$ cat src/hw/rtl/sgi_div_step.sv
// ---------------------------------------------------------------------------
// Segment intersection divider step
// One restoring quotient bit for both axes, registered.
// ---------------------------------------------------------------------------
module sgi_div_step #(
  parameter int unsigned RW  = 54,
  parameter int unsigned QW  = 17,
  parameter int unsigned BIT = 0
) (
  input  logic          clk,
  input  logic          en,
  input  logic [RW-1:0] m,
  input  logic [RW-1:0] rx,
  input  logic [RW-1:0] ry,
  input  logic [QW-1:0] qx,
  input  logic [QW-1:0] qy,
  output logic [RW-1:0] m_q,
  output logic [RW-1:0] rx_q,
  output logic [RW-1:0] ry_q,
  output logic [QW-1:0] qx_q,
  output logic [QW-1:0] qy_q
);
  logic [RW-1:0] ms;
  logic          gx, gy;
  logic [QW-1:0] qx_next, qy_next;

  always_comb begin
    ms      = m << BIT;
    gx      = rx >= ms;
    gy      = ry >= ms;
    qx_next = qx;
    qy_next = qy;
    qx_next[BIT] = gx;
    qy_next[BIT] = gy;
  end

  always_ff @(posedge clk) begin
    if (en) begin
      m_q  <= m;
      rx_q <= gx ? rx - ms : rx;
      ry_q <= gy ? ry - ms : ry;
      qx_q <= qx_next;
      qy_q <= qy_next;
    end
  end
endmodule

$ cat config.mk
export PLATFORM = sky130hd
export DESIGN_NAME = sgi_div_step
export DESIGN_NICKNAME = d
export VERILOG_FILES = /design/src/hw/rtl/sgi_div_step.sv
export SDC_FILE = /design/constraint.sdc
export NUM_CORES = 1
export LEC_CHECK = 0
export ABC_AREA = 1
export ABC_CLOCK_PERIOD_IN_PS = 2800
export CORE_MARGIN = 2
export CORE_UTILIZATION = 30
export DETAILED_ROUTE_END_ITERATION = 6
export DONT_BUFFER_PORTS = 1
export GPL_TIMING_DRIVEN = 1
export PLACE_DENSITY = 0.41
export SLEW_MARGIN = 0
export SYNTH_ARGS = -nofsm -noshare
export SYNTH_HDL_FRONTEND = slang
export SYNTH_SLANG_ARGS = --single-unit
$ cat constraint.sdc
create_clock -name clk -period 2.8 [get_ports clk]
set_clock_uncertainty 0.1 [all_clocks]
set_input_delay 0.56 -clock clk [delete_from_list [all_inputs] [get_ports clk]]
set_output_delay 0.56 -clock clk [all_outputs]
set_load 0.03 [all_outputs]
==> impl_metrics.tcl <==
set metrics [dict create \
    seq_power_share_pct 43.5 \
    gp_congestion 0.931 \
    total_leakage_power_uw 0.0120 \
    synthXorXnorAreaFrac_pct 2.85 \
    crit_top_cell "nand2_1" \
    switching_share_pct 39.7 \
    netlist_area_mm2 0.0175 \
    cts_made_buffers 17 \
    path_class "primary input to flop" \
    rsz0062_at_grt "no" \
    final_nets 3389 \
    antenna_cells 0 \
    drt_iter0_drc 1057 \
    hold_depth 0 \
    die_area_mm2 0.0604 \
    finalCriticalPeriod_ps 2500 \
    holdPathEnd "m_q[44]$_DFFE_PP_" \
    synth-simple-area-share_pct 36.3 \
    synth_fa_ha_area_share_pct 7.94 \
    syn_avg_cell_area_um2 6.44 \
    p_comb_share_pct 31.4 \
    grt-ovfl-total 0 \
    timing.hold.ws_ps 49.3 \
    cpMaxStageDelayCell "ha_1" \
    powerDensity_mw_per_mm2 478 \
    cap_violations 0 \
    crit_fanout 18 \
    drc 0 \
    worst-endpoint-arrival_ps 2660 \
    fin_crit_sh_pct 89.4 \
    vias_per_cell 4.56 \
    cts_max_path_buffers 2 \
    cp-start-kind "primary input" \
    drive_gt1_share_pct 12.9 \
    timing.setup.tns_ps 0 \
    ir_drop_v 0.000489 \
    antenna_found_initial 4 \
    hold_viol 0 \
    grt_usage_pct 24.5 \
    critPathMaxStageDelay_ps 440 \
    slew_headroom_pct 62.2 \
    fmax_mhz 399 \
    io-pin-count 394 \
    cts_max_level 4 \
    core-area_mm2 0.0577 \
    path_cells "inv_1 -> ha_1 -> nand2_1 -> inv_1 -> nand2_1 -> nand2_1 -> a21oi_1 -> nand2_1 -> a21oi_4 -> nand3_4 -> buf_12 -> nand3_1 -> nand2_1" \
    drt_wl_total_um 73800 \
    start_util_pct 30.4 \
    synth_cell_types 32 \
    grt_pass1_vias 17600 \
    switchingPower_uw 4140 \
    cp_num_buf_inv 3 \
    hold_start "m[44]" \
    grt_max_degree 197 \
    dp_hpwl_um 63100 \
    die_h_um 246 \
    critPathCaptureType "flop" \
    power_uw 10400 \
    root_buffer "clkbuf_16" \
    worstMarginPinSlew_ps 567 \
    clkTransAtPathRegs_ps 80 \
    synth_cells 2723 \
    dpl_cell_area_mm2 0.0209 \
    synth-seq-cells 196 \
    yosys_warnings 0 \
    hp-class "primary input to flop" \
    slew_violations 0 \
    antenna_left 0 \
    area_growth_pct 24.4 \
    final_cell_area_mm2 0.0218 \
    syn_nets 3031 \
    die_width_um 246 \
    first_pass_iters 5 \
    p_int_uw 6290 \
    clock_sinks 196 \
    cts_tree "yes" \
    portBuffers 0 \
    synth-compound-area-share_pct 3.93 \
    wl_per_cell_um 19.1 \
    grt_pass1_wl_um 108000 \
    power_frac_clock_pct 25.1 \
    seq_area_frac_synth_pct 33.6 \
    critical_path.top_delay_family "simple AND/OR/NAND/NOR gates" \
    setup_viol 0 \
    synth_top_family_by_area "simple AND/OR/NAND/NOR gates" \
    crit_required_ps 2950 \
    vias 17600 \
    floorplan.rows 88 \
    outcome "completed" \
    muxShareOfSynthArea_pct 0 \
]
==> sequential cells by signal, indices dropped and copies added (netlist names) <==
name,flops
m_q,54
rx_q,54
ry_q,54
qx_q,17
qy_q,17
==> kinds of logic after synthesis <==
family,Yosys count
simple gates,1539
buf+inv,690
flops,196
xor+xnor,57
compound gates,131
fa+ha+maj,110
==> Yosys cell counts <==
cell	number	share of area, %
o21ai_1	45	1.3
xor2_1	57	2.8
nand3_4	2	0.20
or2_2	3	0.11
nor2_4	2	0.13
and2_1	7	0.25
nand4_1	72	2.6
a21o_1	1	0.043
nor3_2	1	0.057
o21bai_1	3	0.13
a21oi_4	2	0.19
nand4_4	1	0.12
nand3b_1	26	1.1
ha_1	108	7.7
nor4_2	1	0.071
nand3_1	128	3.7
nor2_2	5	0.18
inv_1	646	14
buf_6	13	0.84
edfxtp_1	196	34
nand2_1	1077	23
nor3_1	17	0.49
inv_2	15	0.32
a21oi_1	61	1.7
nor2_1	191	4.1
fa_1	2	0.23
nand3_2	1	0.057
nor4_1	3	0.11
clkbuf_1	13	0.28
nand2_2	2	0.071
buf_4	3	0.13
o21ai_0	19	0.54
==> layout make-up <==
class / count / area [um^2]
multi-input cells: 1837 / 8950
well taps: 765 / 957
clock inverters: 14 / 158
flip-flops and latches: 196 / 5890
repair buffers: 368 / 2950
clock buffers: 18 / 429
fillers: 6319 / 35900
inverters: 661 / 2480
==> timing repair <==
action / in CTS / in global routing
endpoints found under the hold margin: 34 / 0
gates resized for setup: 0 / 0
hold buffers: 34 / 0
setup buffers: 0 / 0
==> power groups by stage <==
stage,Combinational [uW],Sequential [uW],Clock (uW)
after global placement,3230,4610,0
after CTS,3290,4550,2720
after floorplan,1870,4510,0
after detailed placement,3240,4610,0
final,3280,4540,2610
after global routing,3670,4560,2780
==> placed cells by master (no fill, tap or decap), drive strengths merged, types with 3 or more instances in the layout <==
| master | Yosys | routed |
|---|---|---|
| nand3b | 26 | 26 |
| o21ai | 64 | 64 |
| nor2 | 198 | 198 |
| nor3 | 18 | 18 |
| clkbuf | 13 | 18 |
| nand2 | 1079 | 1079 |
| edfxtp | 196 | 196 |
| nand3 | 131 | 131 |
| and2 | 7 | 7 |
| buf | 16 | 334 |
| xor2 | 57 | 57 |
| o21bai | 3 | 3 |
| or2 | 3 | 3 |
| dlygate4sd3 | 0 | 34 |
| ha | 108 | 108 |
| nand4 | 73 | 73 |
| inv | 661 | 670 |
| nor4 | 4 | 4 |
| a21oi | 63 | 63 |
==> how the worst max path moves through the flow <==
stage	startpoint	to	slack (ps)	cells past startpoint
after floorplan	ry[0]	ry_q[9]$_DFFE_PP_	160	14
after global placement	m[33]	rx_q[37]$_DFFE_PP_	-220	13
after detailed placement	m[33]	rx_q[28]$_DFFE_PP_	-230	13
after CTS	m[33]	rx_q[28]$_DFFE_PP_	310	13
after global routing	m[33]	rx_q[28]$_DFFE_PP_	120	13
final	m[33]	rx_q[37]$_DFFE_PP_	300	13
==> per-layer routing <==
layer | wire, um | track usage [%] | part of all wire [%]
met3 | 2880 | 4.09 | 3.9
met1 | 32600 | 30.4 | 44
met2 | 36900 | 44.0 | 50
met5 | 42 | 0 | 0.057
met4 | 1390 | 5.78 | 1.9
==> through the flow <==
| step | util [%] | setup slack [ps] | instances |
|---|---|---|---|
| floorplan | - | 162 | 2723 |
| global placement | 36.2 | -216 | 3793 |
| detailed placement | 36.2 | -230 | 3793 |
| CTS | 37.8 | 315 | 3859 |
| global route | 37.8 | 121 | 3859 |
| finish | 37.8 | 295 | 3859 |
No activity file was read; power rests on OpenSTA's default activity.
